$ cat config.mk
export PLATFORM = sky130hd
export DESIGN_NAME = html_entity_decoder_core
export DESIGN_NICKNAME = d
export VERILOG_FILES = /design/src/rtl/hed_pkg.sv /design/src/rtl/hed_ram.sv /design/src/rtl/hed_ctrl.sv /design/src/rtl/hed_datapath.sv /design/src/rtl/html_entity_decoder_core.sv
export SDC_FILE = /design/constraint.sdc
export NUM_CORES = 1
export LEC_CHECK = 0
export BUFFER_PORTS_ARGS = -buffer_cell sky130_fd_sc_hd__clkbuf_2
export CORE_UTILIZATION = 40
export DETAILED_ROUTE_END_ITERATION = 16
export GPL_TIMING_DRIVEN = 0
export PLACE_DENSITY = 0.63
export SLEW_MARGIN = 20
export SYNTH_ARGS = -nofsm -noshare
export SYNTH_HDL_FRONTEND = slang
export SYNTH_SLANG_ARGS = --single-unit
$ cat constraint.sdc
create_clock -name clk_i -period 4.6 [get_ports clk_i]
set_input_delay 0.92 -clock clk_i [delete_from_list [all_inputs] [get_ports clk_i]]
set_output_delay 0.92 -clock clk_i [all_outputs]
set_load 0.01 [all_outputs]
$ cat src/rtl/hed_pkg.sv
// Shared types, character codes and name table for the HTML entity decoder.
package hed_pkg;

  localparam int unsigned WINDOW_LEN_DEF = 16;
  localparam int unsigned NUM_NAMES      = 8;

  typedef struct packed {
    logic [7:0] in_byte;
    logic       in_last;
  } in_item_t;

  typedef struct packed {
    logic [7:0] out_byte;
    logic       out_last;
  } out_item_t;

  localparam logic [7:0] CH_NUL   = 8'h00;
  localparam logic [7:0] CH_AMP   = 8'h26;
  localparam logic [7:0] CH_SEMI  = 8'h3B;
  localparam logic [7:0] CH_SPACE = 8'h20;
  localparam logic [7:0] CH_HASH  = 8'h23;
  localparam logic [7:0] CH_PLUS  = 8'h2B;
  localparam logic [7:0] CH_MINUS = 8'h2D;
  localparam logic [7:0] CH_ZERO  = 8'h30;
  localparam logic [7:0] CH_LX    = 8'h78;
  localparam logic [7:0] CH_CASE  = 8'h20;
  localparam logic [7:0] VAL_SAT  = 8'd128;

  // name text, byte 0 in the low lane
  typedef logic [3:0][7:0] name_text_t;

  localparam name_text_t NAME_TEXT [NUM_NAMES] = '{
    {8'h00, "pma"}, {16'h0000, "tl"}, {16'h0000, "tg"}, "touq",
    "sopa", "psbn", "ypoc", {8'h00, "ger"}
  };
  localparam logic [2:0] NAME_LEN [NUM_NAMES] = '{
    3'd3, 3'd2, 3'd2, 3'd4, 3'd4, 3'd4, 3'd4, 3'd3
  };
  localparam logic [7:0] NAME_CH [NUM_NAMES] = '{
    8'h26, 8'h3C, 8'h3E, 8'h22, 8'h27, 8'h20, 8'h63, 8'h72
  };

  typedef enum logic [1:0] {
    ST_IDLE,
    ST_DISPATCH,
    ST_PROC,
    ST_LFAIL
  } ctl_state_e;

  typedef enum logic [2:0] {
    BK_FIRST,
    BK_NAME,
    BK_NUMX,
    BK_DEC,
    BK_HEX
  } body_kind_e;

  typedef enum logic [2:0] {
    NP_WS,
    NP_SIGN,
    NP_ZERO,
    NP_XPEND,
    NP_DIGIT,
    NP_STOP
  } num_phase_e;

  typedef struct packed {
    logic accept;
    logic rd;
    logic proc;
    logic fail;
    logic flush;
  } hed_cmd_t;

  typedef struct packed {
    logic q_empty;
    logic in_entity;
    logic last;
    logic move_ok;
  } hed_status_t;

  localparam logic [4:0] DIGIT_NONE = 5'd31;

  function automatic logic [4:0] digit_of(input logic [7:0] c);
    logic [4:0] d;
    d = DIGIT_NONE;
    if (c >= "0" && c <= "9") d = 5'(c - "0");
    else if (c >= "a" && c <= "f") d = 5'(c - "a" + 8'd10);
    else if (c >= "A" && c <= "F") d = 5'(c - "A" + 8'd10);
    return d;
  endfunction

  function automatic logic is_ws(input logic [7:0] c);
    return (c == CH_SPACE) || (c >= 8'd9 && c <= 8'd13);
  endfunction

endpackage

$ cat src/rtl/hed_ram.sv
// Generic single-write, single-read RAM with registered read data.
module hed_ram #(
  parameter int unsigned WIDTH = 8,
  parameter int unsigned DEPTH = 16
) (
  input  logic                     clk_i,
  input  logic                     we_i,
  input  logic [$clog2(DEPTH)-1:0] waddr_i,
  input  logic [WIDTH-1:0]         wdata_i,
  input  logic                     re_i,
  input  logic [$clog2(DEPTH)-1:0] raddr_i,
  output logic [WIDTH-1:0]         rdata_o
);

  logic [WIDTH-1:0] mem_q [DEPTH];
  logic [WIDTH-1:0] rdata_q;

  always_ff @(posedge clk_i) begin
    if (we_i) begin
      mem_q[waddr_i] <= wdata_i;
    end
    if (re_i) begin
      rdata_q <= mem_q[raddr_i];
    end
  end

  assign rdata_o = rdata_q;

endmodule

$ cat src/rtl/hed_ctrl.sv
// Controller state machine: input acceptance, byte reads, replay and flush sequencing.
module hed_ctrl
  import hed_pkg::*;
(
  input  logic        clk_i,
  input  logic        rst_ni,
  input  logic        in_valid_i,
  output logic        in_ready_o,
  input  hed_status_t status_i,
  output hed_cmd_t    cmd_o
);

  ctl_state_e state_q, state_d;

  always_ff @(posedge clk_i or negedge rst_ni) begin
    if (!rst_ni) begin
      state_q <= ST_IDLE;
    end else begin
      state_q <= state_d;
    end
  end

  always_comb begin
    state_d    = state_q;
    cmd_o      = '0;
    in_ready_o = 1'b0;
    case (state_q)
      ST_IDLE: begin
        in_ready_o = 1'b1;
        if (in_valid_i) begin
          cmd_o.accept = 1'b1;
          state_d      = ST_DISPATCH;
        end
      end
      ST_DISPATCH: begin
        if (!status_i.q_empty) begin
          cmd_o.rd = 1'b1;
          state_d  = ST_PROC;
        end else if (status_i.last && status_i.in_entity) begin
          state_d = ST_LFAIL;
        end else if (status_i.move_ok) begin
          // beat done: push the held byte out, tagged with last
          cmd_o.flush = 1'b1;
          state_d     = ST_IDLE;
        end
      end
      ST_PROC: begin
        if (status_i.move_ok) begin
          cmd_o.proc = 1'b1;
          state_d    = ST_DISPATCH;
        end
      end
      ST_LFAIL: begin
        if (status_i.move_ok) begin
          cmd_o.fail = 1'b1;
          state_d    = ST_DISPATCH;
        end
      end
      default: state_d = ST_IDLE;
    endcase
  end

endmodule

$ cat src/rtl/hed_datapath.sv
// Datapath: byte queue RAM, pointers, incremental name and number parser, output stages.
module hed_datapath
  import hed_pkg::*;
#(
  parameter int unsigned WINDOW_LEN = WINDOW_LEN_DEF
) (
  input  logic        clk_i,
  input  logic        rst_ni,
  input  hed_cmd_t    cmd_i,
  input  in_item_t    in_data_i,
  input  logic        out_ready_i,
  output logic        out_valid_o,
  output out_item_t   out_data_o,
  output hed_status_t status_o
);

  localparam int unsigned AW    = $clog2(WINDOW_LEN);
  localparam int unsigned DEPTH = 1 << AW;
  localparam int unsigned PW    = AW + 1;
  localparam int unsigned WCW   = $clog2(WINDOW_LEN + 1);

  // stream pointers carry one wrap bit; window is [wstart, head)
  logic [PW-1:0]  tail_q, tail_d, head_q, head_d, wstart_q, wstart_d;
  logic           ent_q, ent_d, last_q, last_d;
  logic [WCW-1:0] wcount_q, wcount_d, eff_q, eff_d;
  body_kind_e     kind_q, kind_d;
  logic           zs_q, zs_d, neg_q, neg_d;
  logic [NUM_NAMES-1:0] cand_q, cand_d;
  num_phase_e     phase_q, phase_d;
  logic [7:0]     val_q, val_d;
  logic           hold_valid_q, hold_valid_d, out_valid_q, out_valid_d;
  logic [7:0]     hold_byte_q, hold_byte_d;
  out_item_t      out_q, out_d;

  logic [7:0]     b;
  logic [WCW-1:0] wcount_n;
  logic           move_ok, emit_en, rewind;
  logic [7:0]     emit_byte;
  logic           dec_ok;
  logic [7:0]     dec_ch;
  logic           name_go, num_go, num_hex, isdig;
  logic [4:0]     dig;
  logic [11:0]    acc_w;
  logic [7:0]     acc;

  hed_ram #(
    .WIDTH(8),
    .DEPTH(DEPTH)
  ) u_ram (
    .clk_i  (clk_i),
    .we_i   (cmd_i.accept),
    .waddr_i(tail_q[AW-1:0]),
    .wdata_i(in_data_i.in_byte),
    .re_i   (cmd_i.rd),
    .raddr_i(head_q[AW-1:0]),
    .rdata_o(b)
  );

  assign move_ok  = !hold_valid_q || !out_valid_q || out_ready_i;
  assign wcount_n = wcount_q + WCW'(1);
  assign num_hex  = (kind_q == BK_HEX);

  assign status_o.q_empty   = (head_q == tail_q);
  assign status_o.in_entity = ent_q;
  assign status_o.last      = last_q;
  assign status_o.move_ok   = move_ok;

  assign out_valid_o = out_valid_q;
  assign out_data_o  = out_q;

  // decode of the body at ';'
  always_comb begin
    dec_ok = 1'b0;
    dec_ch = val_q;
    case (kind_q)
      BK_NAME: begin
        for (int i = 0; i < NUM_NAMES; i++) begin
          if (cand_q[i] && eff_q == WCW'(NAME_LEN[i])) begin
            dec_ok = 1'b1;
            dec_ch = NAME_CH[i];
          end
        end
      end
      BK_DEC, BK_HEX: begin
        dec_ok = !neg_q && (val_q != 8'd0) && !val_q[7];
      end
      default: dec_ok = 1'b0;
    endcase
  end

  // digit accumulate, saturating at 128
  always_comb begin
    dig   = digit_of(b);
    isdig = num_hex ? (dig < 5'd16) : (dig < 5'd10);
    if (num_hex) begin
      acc_w = {val_q, 4'b0000} + 12'(dig);
    end else begin
      acc_w = {1'b0, val_q, 3'b000} + {3'b000, val_q, 1'b0} + 12'(dig);
    end
    acc = (acc_w > 12'(VAL_SAT)) ? VAL_SAT : acc_w[7:0];
  end

  always_comb begin
    tail_d       = tail_q;
    head_d       = head_q;
    wstart_d     = wstart_q;
    ent_d        = ent_q;
    last_d       = last_q;
    wcount_d     = wcount_q;
    eff_d        = eff_q;
    kind_d       = kind_q;
    zs_d         = zs_q;
    neg_d        = neg_q;
    cand_d       = cand_q;
    phase_d      = phase_q;
    val_d        = val_q;
    hold_valid_d = hold_valid_q;
    hold_byte_d  = hold_byte_q;
    out_valid_d  = out_valid_q;
    out_d        = out_q;
    emit_en      = 1'b0;
    emit_byte    = b;
    rewind       = 1'b0;
    name_go      = 1'b0;
    num_go       = 1'b0;

    if (cmd_i.accept) begin
      tail_d = tail_q + PW'(1);
      last_d = in_data_i.in_last;
    end

    if (cmd_i.proc) begin
      head_d = head_q + PW'(1);
      if (!ent_q) begin
        if (b == CH_AMP) begin
          ent_d    = 1'b1;
          wstart_d = head_q + PW'(1);
          wcount_d = '0;
          kind_d   = BK_FIRST;
          eff_d    = '0;
          zs_d     = 1'b0;
          cand_d   = '1;
          phase_d  = NP_WS;
          neg_d    = 1'b0;
          val_d    = 8'd0;
        end else begin
          emit_en = 1'b1;
        end
      end else if (b == CH_SEMI) begin
        if (dec_ok) begin
          emit_en   = 1'b1;
          emit_byte = dec_ch;
          ent_d     = 1'b0;
        end else begin
          rewind = 1'b1;
        end
      end else if (b == CH_SPACE || wcount_n >= WCW'(WINDOW_LEN)) begin
        rewind = 1'b1;
      end else begin
        wcount_d = wcount_n;
        case (kind_q)
          BK_FIRST: begin
            if (b == CH_HASH) begin
              kind_d = BK_NUMX;
            end else begin
              kind_d  = BK_NAME;
              name_go = 1'b1;
            end
          end
          BK_NAME: name_go = 1'b1;
          BK_NUMX: begin
            if ((b | CH_CASE) == CH_LX) begin
              kind_d = BK_HEX;
            end else begin
              kind_d = BK_DEC;
              num_go = 1'b1;
            end
          end
          BK_DEC, BK_HEX: num_go = 1'b1;
          default: kind_d = BK_NAME;
        endcase
      end
    end

    // name match: body counts only up to the first NUL
    if (name_go && !zs_q) begin
      if (b == CH_NUL) begin
        zs_d = 1'b1;
      end else begin
        for (int i = 0; i < NUM_NAMES; i++) begin
          cand_d[i] = cand_q[i] && (eff_q < WCW'(NAME_LEN[i])) &&
                      (NAME_TEXT[i][eff_q[1:0]] == b);
        end
        eff_d = eff_q + WCW'(1);
      end
    end

    // strtol-style number scan; NUL is a non-digit and stops it
    if (num_go) begin
      case (phase_q)
        NP_WS, NP_SIGN: begin
          if (phase_q == NP_WS && is_ws(b)) begin
            phase_d = NP_WS;
          end else if (phase_q == NP_WS && b == CH_PLUS) begin
            phase_d = NP_SIGN;
          end else if (phase_q == NP_WS && b == CH_MINUS) begin
            phase_d = NP_SIGN;
            neg_d   = 1'b1;
          end else if (isdig) begin
            val_d   = acc;
            phase_d = (num_hex && b == CH_ZERO) ? NP_ZERO : NP_DIGIT;
          end else begin
            phase_d = NP_STOP;
          end
        end
        NP_ZERO: begin
          if (num_hex && (b | CH_CASE) == CH_LX) begin
            phase_d = NP_XPEND;
          end else if (isdig) begin
            val_d   = acc;
            phase_d = NP_DIGIT;
          end else begin
            phase_d = NP_STOP;
          end
        end
        NP_XPEND, NP_DIGIT: begin
          if (isdig) begin
            val_d   = acc;
            phase_d = NP_DIGIT;
          end else begin
            phase_d = NP_STOP;
          end
        end
        default: phase_d = NP_STOP;
      endcase
    end

    if (cmd_i.fail) begin
      rewind = 1'b1;
    end

    // failed window: emit '&' and replay the held bytes
    if (rewind) begin
      emit_en   = 1'b1;
      emit_byte = CH_AMP;
      head_d    = wstart_q;
      ent_d     = 1'b0;
    end

    if (out_valid_q && out_ready_i) begin
      out_valid_d = 1'b0;
    end

    // one-deep hold so the final beat of a run can get its last flag
    if (emit_en) begin
      if (hold_valid_q) begin
        out_valid_d = 1'b1;
        out_d       = '{out_byte: hold_byte_q, out_last: 1'b0};
      end
      hold_valid_d = 1'b1;
      hold_byte_d  = emit_byte;
    end

    if (cmd_i.flush && hold_valid_q) begin
      out_valid_d  = 1'b1;
      out_d        = '{out_byte: hold_byte_q, out_last: last_q};
      hold_valid_d = 1'b0;
    end
  end

  always_ff @(posedge clk_i or negedge rst_ni) begin
    if (!rst_ni) begin
      tail_q       <= '0;
      head_q       <= '0;
      wstart_q     <= '0;
      ent_q        <= 1'b0;
      last_q       <= 1'b0;
      wcount_q     <= '0;
      kind_q       <= BK_FIRST;
      phase_q      <= NP_WS;
      hold_valid_q <= 1'b0;
      out_valid_q  <= 1'b0;
    end else begin
      tail_q       <= tail_d;
      head_q       <= head_d;
      wstart_q     <= wstart_d;
      ent_q        <= ent_d;
      last_q       <= last_d;
      wcount_q     <= wcount_d;
      kind_q       <= kind_d;
      phase_q      <= phase_d;
      hold_valid_q <= hold_valid_d;
      out_valid_q  <= out_valid_d;
    end
  end

  always_ff @(posedge clk_i) begin
    eff_q       <= eff_d;
    zs_q        <= zs_d;
    neg_q       <= neg_d;
    cand_q      <= cand_d;
    val_q       <= val_d;
    hold_byte_q <= hold_byte_d;
    out_q       <= out_d;
  end

endmodule

$ cat src/rtl/html_entity_decoder_core.sv
// Top level of the streaming HTML character reference decoder.
// Text bytes go in one beat at a time and decoded bytes come out; an '&' opens a
// window of up to WINDOW_LEN bytes that is decoded at ';' as a named, decimal or hex
// reference, and on failure '&' is emitted and the held bytes are replayed. One input
// beat is handled at a time: it is accepted, then each byte is scanned (a queue RAM
// read with registered data, then the parser step), and then the beat is closed. A
// failed window replays its held bytes through the same scan, and a window left open
// at the end of the text is failed and replayed the same way. Output stalls hold the
// scan in place. The last output beat of a run carries out_last.
module html_entity_decoder_core
  import hed_pkg::*;
#(
  parameter int unsigned WINDOW_LEN = WINDOW_LEN_DEF
) (
  input  logic      clk_i,
  input  logic      rst_ni,
  input  logic      in_valid_i,
  output logic      in_ready_o,
  input  in_item_t  in_data_i,
  output logic      out_valid_o,
  input  logic      out_ready_i,
  output out_item_t out_data_o
);

  hed_cmd_t    cmd;
  hed_status_t status;

  hed_ctrl u_ctrl (
    .clk_i     (clk_i),
    .rst_ni    (rst_ni),
    .in_valid_i(in_valid_i),
    .in_ready_o(in_ready_o),
    .status_i  (status),
    .cmd_o     (cmd)
  );

  hed_datapath #(
    .WINDOW_LEN(WINDOW_LEN)
  ) u_dp (
    .clk_i      (clk_i),
    .rst_ni     (rst_ni),
    .cmd_i      (cmd),
    .in_data_i  (in_data_i),
    .out_ready_i(out_ready_i),
    .out_valid_o(out_valid_o),
    .out_data_o (out_data_o),
    .status_o   (status)
  );

endmodule

[Word-level counts from Yosys, hierarchy flattened]
Memory sizes are Yosys's and may differ from the RTL's. A register that Yosys moved wholly into a read port is not among the register bits.
Cells that the tools add are included.
Word-level totals
  register bits: 72
  latch bits: 0
  memory bits (writable): 128
  memory bits (read-only): 0
  input port bits: 13
  output and inout bits: 11
  memories: 1
Cells by class
  add/sub/neg operators: 12
  multipliers: 0
  divide/modulo/power cells: 0
  magnitude comparators: 16
  equal/unequal tests: 38
  shift operators: 0
  muxes and demuxes: 158
  bitwise gates (word level): 1
  reductions and logical operators: 70
Memories
  u_dp.u_ram.mem_q: words 16, width 8, rd ports 1, clocked after memory_dff 1, write ports 1, line hed_ram.sv:15  | logic [WIDTH-1:0] mem_q [DEPTH];
Operators with widths (count)
  two-way mux 8 bit: 36
  binary-select mux 8 bit (select 2 bit): 8
  two-way mux 5 bit: 14
  two-way mux 1 bit: 69
  == test 8 bit: 8
  == test 8 x 6 -> 1 bit (second input constant): 7
  two-way mux 3 bit: 14
  logical AND 1 bit: 39
  two-way mux 9 bit: 3
  adder 12 x 5 -> 12 bit: 2
  case mux 8 bit (3 select lines): 1
  adder 5 x 1 -> 5 bit (second input constant): 4
  case mux 3 bit (3 select lines): 2
  greater-or-equal comparator 8 x 7 -> 1 bit (second input constant): 2
  less-or-equal comparator 8 x 7 -> 1 bit (second input constant): 2
  adder 11 x 9 -> 12 bit: 1
  == test 3 x 2 -> 1 bit (second input constant): 4
  greater-than comparator 12 x 8 -> 1 bit (second input constant): 1
  two-way mux 12 bit: 1
  two-way mux 2 bit: 6
  nonzero test 2 bit: 6
  adder 5 x 4 -> 5 bit (second input constant): 2
  == test 5 x 2 -> 1 bit (second input constant): 2
  < comparator 5 x 2 -> 1 bit (second input constant): 2
  36 further kinds: 59

[Logic depth before layout (Yosys ltp)]
Gate-level depths: netlist of the first run.
  depth after elaboration: 19
  gate-level depth with buffers: 18
  depth with buffers taken out: 17

[Modules after synthesis]
Synthesis of the first run repeated with hierarchy kept, for this count alone.
Unflattened totals
  cells, all modules: 773
  area total of the unflattened synthesis: 10154.7 µm²
Modules (own cells, without submodules)
  hed_ram: times used 1, cells an instance 229, area each 5227.5 µm², seq. area each 4083.9 µm²
  hed_datapath: times used 1, cells an instance 526, area each 4787.1 µm², seq. area each 1721.7 µm²
  hed_ctrl: times used 1, cells an instance 18, area each 140.1 µm², seq. area each 50.0 µm²

[Worst setup path before layout of the first run]
OpenSTA, ideal clock, no wires.
  path type: reg-to-reg
  start: register u_dp.u_ram.rdata_q[0], in the netlist u_dp.u_ram.rdata_o[0] (read register of u_dp.u_ram.mem_q)
  end: register u_dp.val_q[6]
  library setup time: 0.117 ns
  arrival: 3.926 ns
  path slack: 0.558 ns
  cell stages (with the launch flop): 19
  cell sequence: edfxtp_1 buf_1 inv_1 ha_1 nor3b_1 nor2_1 a21oi_1 or2_2 inv_1 fa_1 inv_1 ha_1 a211o_1 nand3_1 nor3_1 o21ai_0 a211oi_4 and2_2 a22o_1
Between the ends
  cells in the longest elaborated chain, start to end: 15
RTL lines
  start, declared: line hed_ram.sv:16  | logic [WIDTH-1:0] rdata_q;
  subtractor 5 x 1 -> 5 bit (tied with other cells): line hed_pkg.sv:88, hed_pkg.sv:89
  adder 5 x 4 -> 5 bit or logical AND 1 bit (tied branches): line hed_pkg.sv:88, hed_pkg.sv:89
  two-way mux 5 bit: line hed_pkg.sv:89  | else if (c >= "A" && c <= "F") d = 5'(c - "A" + 8'd10);
  two-way mux 5 bit: line hed_pkg.sv:88  | else if (c >= "a" && c <= "f") d = 5'(c - "a" + 8'd10);
  two-way mux 5 bit: line hed_pkg.sv:87  | if (c >= "0" && c <= "9") d = 5'(c - "0");
  adder 12 x 5 -> 12 bit, on equally long branches: line hed_datapath.sv:98, hed_datapath.sv:96
  two-way mux 12 bit: line hed_datapath.sv:95  | if (num_hex) begin
  greater-than comparator 12 x 8 -> 1 bit: line hed_datapath.sv:100  | acc = (acc_w > 12'(VAL_SAT)) ? VAL_SAT : acc_w[7:0];
  two-way mux 8 bit: line hed_datapath.sv:100
  two-way mux 8 bit: line hed_datapath.sv:209, hed_datapath.sv:219, hed_datapath.sv:227
  two-way mux 8 bit: line hed_datapath.sv:206  | end else if (phase_q == NP_WS && b == CH_MINUS) begin
  two-way mux 8 bit: line hed_datapath.sv:204  | end else if (phase_q == NP_WS && b == CH_PLUS) begin
  two-way mux 8 bit: line hed_datapath.sv:202  | if (phase_q == NP_WS && is_ws(b)) begin
  case mux 8 bit (3 select lines): line hed_datapath.sv:200  | case (phase_q)
  two-way mux 8 bit *: line hed_datapath.sv:199  | if (num_go) begin
  net u_dp.val_d[6]: line hed_datapath.sv:30  | logic [7:0] val_q, val_d;
  end signal, assigned: line hed_datapath.sv:302  | val_q <= val_d;
  end, declared: line hed_datapath.sv:30
Mark *: on every way through the listed nets, which the timed path passes. The rest lies on a longest branch.
A chain may end at the register's enable or synchronous reset.

[Worst setup path after layout of the first run]
  start: register u_dp.u_ram.rdata_q[1], in the netlist u_dp.u_ram.rdata_o[1] (read register of u_dp.u_ram.mem_q)
  end: register u_dp.val_q[0]
The elaborated chain is that of the path after synthesis.

==> impl_metrics.toml, run 1 <==
[logic_synthesis]
ys.flop_type = "edfxtp_1"
async_flop_share = 0.154
syn_area_um2 = 10300
synth_area_leaders = "edfxtp_1, dfrtp_1, dfxtp_1, ha_1, mux4_2"
synthDominantCellAreaShare = 0.446
synthDistinctLibCells = 82
netlist_instances = 846
avgSynthCellArea_um2 = 12.2
ys_ff_latch = 208
synth_nets = 893
yosysSeqAreaShare = 0.568
synth_edf_count = 153
ys_warn_count = 0
yosys.area.top_type = "edfxtp_1"

[layout]
antenna_cells = 0
area_delta_synth_final_pct = 13.0
drive_above_1_share = 0.135
final_nets = 943
nFillCells = 2343

[timing]
finalHoldViolCount = 0
fin_crit_sh = 0.919
clock_skew_ns = 0.0203
min_period_ns = 4.23
layout_setup_ws_ns = 0.375
rsz0062_at_grt = "false"
report.final.setup_viol = 0
max_slew_margin = 0.394
slew_violations = 0
tightest_slew_ns = 0.909
max_freq_mhz = 237

[min_path]
holdCritPathClass = "reg2reg"

[floorplanning]
coreArea_um2 = 25300
fp-row-count = 58
ios = 24
die_h_um = 163
die_w_um = 163
initial_core_util = 0.408
dieArea_um2 = 26400

[detailed_routing]
drtAntennaViolNets = 0
dr.pass1.iters = 5
wire_per_inst_um = 19.3
routed_via_density = 5.59
dr_total_vias = 6940
drt-initial-drc-count = 564
drc = 0
routed_wl_mm = 24.0

[placement]
place_ws_ns = -0.203
hpwl_mm = 16.8
gp_congestion = 0.889
io_buffers = 23

[cts]
cts.clk_slew.worst_paths_ns = 0.06
clock_path_buffers = 3
clk_latency_ns = 0.52
cts-root-buf = "clkbuf_16"
cts_max_level = 1
cts.sink_count = 208
cts_tree = "built"
numCtsBuffers = 22
cts_hold_buf = 0

[setup_path]
slowest_delay_ns = 0.51
required_ns = 5.00
cp_top_family = "adder cells"
start_kind = "register"
critPathArrivalTime_ns = 4.63
crit_chain = "buf_6 -> clkinvlp_4 -> ha_1 -> nor3b_2 -> nor4_1 -> nor2_1 -> fa_1 -> fa_1 -> a211o_1 -> nand3_1 -> a21oi_1 -> a21oi_1 -> nor2_1 -> a41o_1 -> a32o_1"
worstSetupEndpointType = "register"
critical_path.slowest_cell = "fa_1"
cp_num_buf_inv = 2
path_class = "reg2reg"
cp_max_fo = 10

[outcome]
status = "finished, final reports clean"

[global_route]
antenna_found_initial = 0
grt_max_degree = 33
grt_pass1_vias = 6851
grt_overflow = 0
grt_usage = 0.189
grt_pass1_wl_mm = 38.4

[power]
vdd_drop_max_uv = 396
power.density_nw_per_um2 = 588
leakagePower_nw = 4.26
power.total_w = 0.00685

[job]
drv_cap = 0
-- sequential cells by signal, summed over array words and instances (netlist names), 2 cells and up --
name and count:
u_dp.out_data_o 9, u_dp.hold_byte_q 8, u_dp.head_q 5, u_dp.kind_q 3, u_dp.u_ram.rdata_o 8, u_dp.wstart_q 5
u_dp.phase_q 3, u_dp.cand_q 8, u_dp.eff_q 5, u_dp.tail_q 5, u_dp.val_q 8, u_dp.wcount_q 5
u_dp.u_ram.mem_q 128, u_ctrl.state_q 2
-- metal layers --
layer	routed length, um	share of wire	global-route usage
met3	1050	0.044	0.0267
met2	11800	0.49	0.319
met5	0	0	0
met1	10500	0.44	0.253
met4	614	0.026	0.0569
-- cell usage after synthesis, types with 4 or more instances --
cell       count
a211o_1        4
a21o_1         5
a21oi_1       40
a221oi_1       8
a22oi_1       10
a31oi_1        5
a32o_1         4
and2_1        25
and3_1         9
buf_1          8
buf_2          6
clkbuf_1      32
dfrtp_1       32
dfxtp_1       23
edfxtp_1     153
ha_1          31
inv_1         23
mux2_2         9
mux2i_1       34
mux4_2        16
nand2_1       72
nand2b_1       5
nand3_1       25
nand3b_1       6
nand4_1        8
nor2_1        38
nor2b_1        7
nor3_1        22
nor4_1         6
o211ai_1       5
o21ai_0       52
o22ai_1        5
o2bb2ai_1      4
or2_2          4
xnor2_1       17
xor2_1        20
-- placed cells by master, fill, tap and decap left out, drive strengths merged, types with 5 or more instances in the layout --
| master | instances |
|---|---|
| a21o | 5 |
| a21oi | 40 |
| a221oi | 8 |
| a22oi | 11 |
| a31oi | 5 |
| and2 | 26 |
| and3 | 9 |
| buf | 19 |
| clkbuf | 80 |
| clkinv | 11 |
| dfrtp | 32 |
| dfxtp | 23 |
| edfxtp | 153 |
| ha | 31 |
| inv | 22 |
| mux2 | 9 |
| mux2i | 34 |
| mux4 | 16 |
| nand2 | 73 |
| nand2b | 5 |
| nand3 | 25 |
| nand3b | 6 |
| nand4 | 8 |
| nor2 | 40 |
| nor2b | 7 |
| nor3 | 22 |
| nor4 | 6 |
| o211ai | 5 |
| o21ai | 52 |
| o22ai | 6 |
| xnor2 | 17 |
| xor2 | 20 |
-- stage by stage --
stage	setup TNS [ns]	utilization	std cells	area [um2]	hold slack [ns]
2_1_floorplan	0	-	846	10300	0.400
3_3_place_gp	-0.773	0.429	1199	10800	0.403
3_5_place_dp	-1.14	0.429	1199	10800	0.408
4_1_cts	0	0.459	1239	11600	0.422
5_1_grt	0	0.462	1242	11700	0.433
6_report	0	0.462	1242	11700	0.420
-- power breakdown --
group          switching [W]  leakage (nW)  internal (W)
sequential          0.000178          1.98       0.00238
combinational        0.00152          1.90      0.000936
clock               0.000732         0.369       0.00111
total                0.00243          4.26       0.00443
-- worst paths after layout --
check	start	endpoint	slack (ns)	cells after the start
setup / recovery	u_dp.u_ram.rdata_o[1]	u_dp.val_q[0]	0.37	15
hold / removal	u_dp.hold_byte_q[0]	u_dp.out_data_o[1]	0.42	0
setup reg to reg	u_dp.u_ram.rdata_o[1]	u_dp.val_q[0]	0.37	15
hold reg to reg	u_dp.hold_byte_q[0]	u_dp.out_data_o[1]	0.42	0
max in group asynchronous	rst_ni	u_dp.phase_q[2]	3.49	1
min in group asynchronous	rst_ni	u_dp.kind_q[0]	0.53	1
-- final cells by class --
cell class                 count  area (um2)  area share
tap                          330         413      0.0354
buffer                        49         225      0.0193
timing repair buffer          26         138      0.0118
inverter                      23        90.1     0.00773
clock buffer                  24         558      0.0479
multi-input combinational    566        4170       0.358
clock inverter                16         205      0.0176
sequential                   208        5860       0.502
-- kinds of logic after synthesis --
family,synth area share
xor+xnor,0.0314
buf+inv,0.0291
flops,0.568
compound gates,0.119
mux,0.0778
simple gates,0.131
fa+ha+maj,0.0434
-- repair_timing --
action	CTS	global route
resized for setup	2	10
buffers inserted	0	3
endpoints found under the setup margin	8	8
(Power assumes the default switching activity.)
==> run 2: changes to the inputs <==
--- a/config.mk
+++ b/config.mk
@@ -6,10 +6,10 @@
 export NUM_CORES = 1
 export LEC_CHECK = 0
 export BUFFER_PORTS_ARGS = -buffer_cell sky130_fd_sc_hd__clkbuf_2
-export CORE_UTILIZATION = 40
+export CORE_UTILIZATION = 35
 export DETAILED_ROUTE_END_ITERATION = 16
 export GPL_TIMING_DRIVEN = 0
-export PLACE_DENSITY = 0.63
+export PLACE_DENSITY = 0.58
 export SLEW_MARGIN = 20
 export SYNTH_ARGS = -nofsm -noshare
 export SYNTH_HDL_FRONTEND = slang
==> run 2 against run 1 <==
Net effect:
- flip-flop and latch count unchanged
- non-clock buffer count unchanged
- first-iteration DRC count down 19%
- utilization down 5.4 points
- clock skew up 0.0078 ns
- die area up 14%
- design area up 0.89%
- largest power group unchanged
- highest routed layer unchanged
==> impl_metrics.toml, run 2 (same netlist as run 1, synthesis figures left out) <==
[outcome]
status = "finished, final reports clean"

[timing]
tns_ns = 0
hold_ws_ns = 0.420
max_slew_margin = 0.408
layout_setup_ws_ns = 0.339
tightest_slew_ns = 0.889
finalHoldViolCount = 0
max_freq_mhz = 235
clock_skew_ns = 0.0281
report.final.setup_viol = 0
min_period_ns = 4.26
rsz0062_at_grt = "false"
slew_violations = 0
fin_crit_sh = 0.926

[setup_path]
start_kind = "register"
cp_top_family = "compound AO/OA/AOI/OAI gates"
critical_path.slowest_cell = "edfxtp_1"
cp_num_buf_inv = 4
slowest_delay_ns = 0.42
required_ns = 5.01
cp_max_fo = 10
crit_chain = "buf_4 -> clkinvlp_4 -> ha_1 -> nor3b_2 -> nor2_2 -> a21oi_1 -> or2_2 -> inv_1 -> fa_1 -> inv_1 -> ha_1 -> a211o_1 -> nand3_1 -> a21oi_1 -> a21oi_1 -> nor2_1 -> a41o_1 -> a32o_1"
worstSetupEndpointType = "register"
path_class = "reg2reg"
crit_top_cell = "a21oi_1"
critPathArrivalTime_ns = 4.67

[layout]
largest_reg_flops = 128
antenna_cells = 0
final_area_um2 = 11800
final_cell_mix = "edfxtp_1, nand2_1, o21ai_0, a21oi_1, clkbuf_1"
regMostFlops = "u_dp.u_ram.mem_q"
final_nets = 945
final_common_cell = "edfxtp_1"
drive_above_1_share = 0.136
regArea_um2 = 5860
multi_input_area_um2 = 4170
nFillCells = 2775
area_delta_synth_final_pct = 14.1
fin_util = 0.407

[floorplanning]
die_w_um = 174
initial_core_util = 0.357
coreArea_um2 = 28900
ios = 24
dieArea_um2 = 30100
die_h_um = 174
fp-row-count = 62

[cts]
cts_hold_buf = 0
cts.clk_slew.worst_paths_ns = 0.06
clk_latency_ns = 0.54
cts_max_level = 1
clock_path_buffers = 3
cts_tree = "built"
cts-root-buf = "clkbuf_16"
cts.sink_count = 208
numCtsBuffers = 24

[detailed_routing]
wire_per_inst_um = 18.8
drt-initial-drc-count = 458
dr_total_vias = 6884
dr.pass1.iters = 5
routed_via_density = 5.30
drc = 0
routed_wl_mm = 24.4
drtAntennaViolNets = 0

[power]
leakagePower_nw = 4.27
vdd_drop_max_uv = 346
power.density_nw_per_um2 = 590

[global_route]
grt_pass1_vias = 6745
grt_max_degree = 33
antenna_found_initial = 0
grt_pass1_wl_mm = 38.6
grt_usage = 0.164
grt_overflow = 0

[placement]
post_dp_cell_area_um2 = 10900
hpwl_mm = 16.9
gp_congestion = 0.869
io_buffers = 23
place_ws_ns = -0.258

[min_path]
holdCritPathClass = "reg2reg"

[job]
drv_cap = 0
-- run 2: changes by cell type in the layout (fill, tap and decap cells not counted), sizes merged --
cell / change
clkbuf: +6
bufinv: -1
clkinvlp: +1
inv: +1
clkinv: -3
-- run 2: repair_timing --
| item | in CTS | in global routing |
|---|---|---|
| setup endpoints to repair | 8 | 8 |
| pin swaps | 0 | 1 |
| buffers inserted | 0 | 3 |
| hold endpoints to repair | 0 | 0 |
| resized for setup | 2 | 9 |
-- run 2: final cells by class --
type,count,area share
flip-flops and latches,208,0.498
multi-input cells,566,0.355
clock buffers,30,0.0530
well taps,384,0.0409
plain buffers,49,0.0188
clock inverters,14,0.0151
repair buffers,26,0.0117
inverters,23,0.00766
-- run 2: layer usage --
metal / wire length, um / vias to the layer above / part of all wire / track usage
li1: - / 3292 / - / -
met1: 10900 / 3367 / 0.45 / 0.217
met2: 11600 / 182 / 0.48 / 0.273
met3: 1190 / 43 / 0.049 / 0.0281
met4: 727 / 0 / 0.030 / 0.0548
met5: 0 / - / 0 / 0
-- run 2: worst register-to-register path, cell delays in order (launching register included) --
cell	delay, ns
edfxtp_1	0.42
buf_4	0.24
clkinvlp_4	0.19
ha_1	0.26
nor3b_2	0.18
nor2_2	0.19
a21oi_1	0.12
or2_2	0.33
inv_1	0.08
fa_1	0.41
inv_1	0.07
ha_1	0.26
a211o_1	0.33
nand3_1	0.15
a21oi_1	0.08
a21oi_1	0.21
nor2_1	0.09
a41o_1	0.26
a32o_1	0.26
-- run 2: power by group --
part	internal, W	switching [W]	leakage [nW]
clock network	0.00114	0.000771	0.383
registers	0.00238	0.000174	1.98
logic	0.000933	0.00154	1.90
-- run 2: path summary, 6_finish.rpt --
check,start,endpoint,slack [ns],cells after the start
min reg2reg,u_dp.hold_byte_q[4],u_dp.out_data_o[5],0.42,0
max in group asynchronous,rst_ni,u_dp.phase_q[1],3.52,1
max,u_dp.u_ram.rdata_o[1],u_dp.val_q[0],0.34,18
min,u_dp.hold_byte_q[4],u_dp.out_data_o[5],0.42,0
max reg2reg,u_dp.u_ram.rdata_o[1],u_dp.val_q[0],0.34,18
min in group asynchronous,rst_ni,u_dp.tail_q[2],0.51,1
-- run 2: stage by stage --
stage / instances / power [W]
after floorplan: 846 / 0.00429
after global placement: 1253 / 0.00500
after detailed placement: 1253 / 0.00502
after CTS: 1297 / 0.00695
after global routing: 1300 / 0.00735
final: 1300 / 0.00694
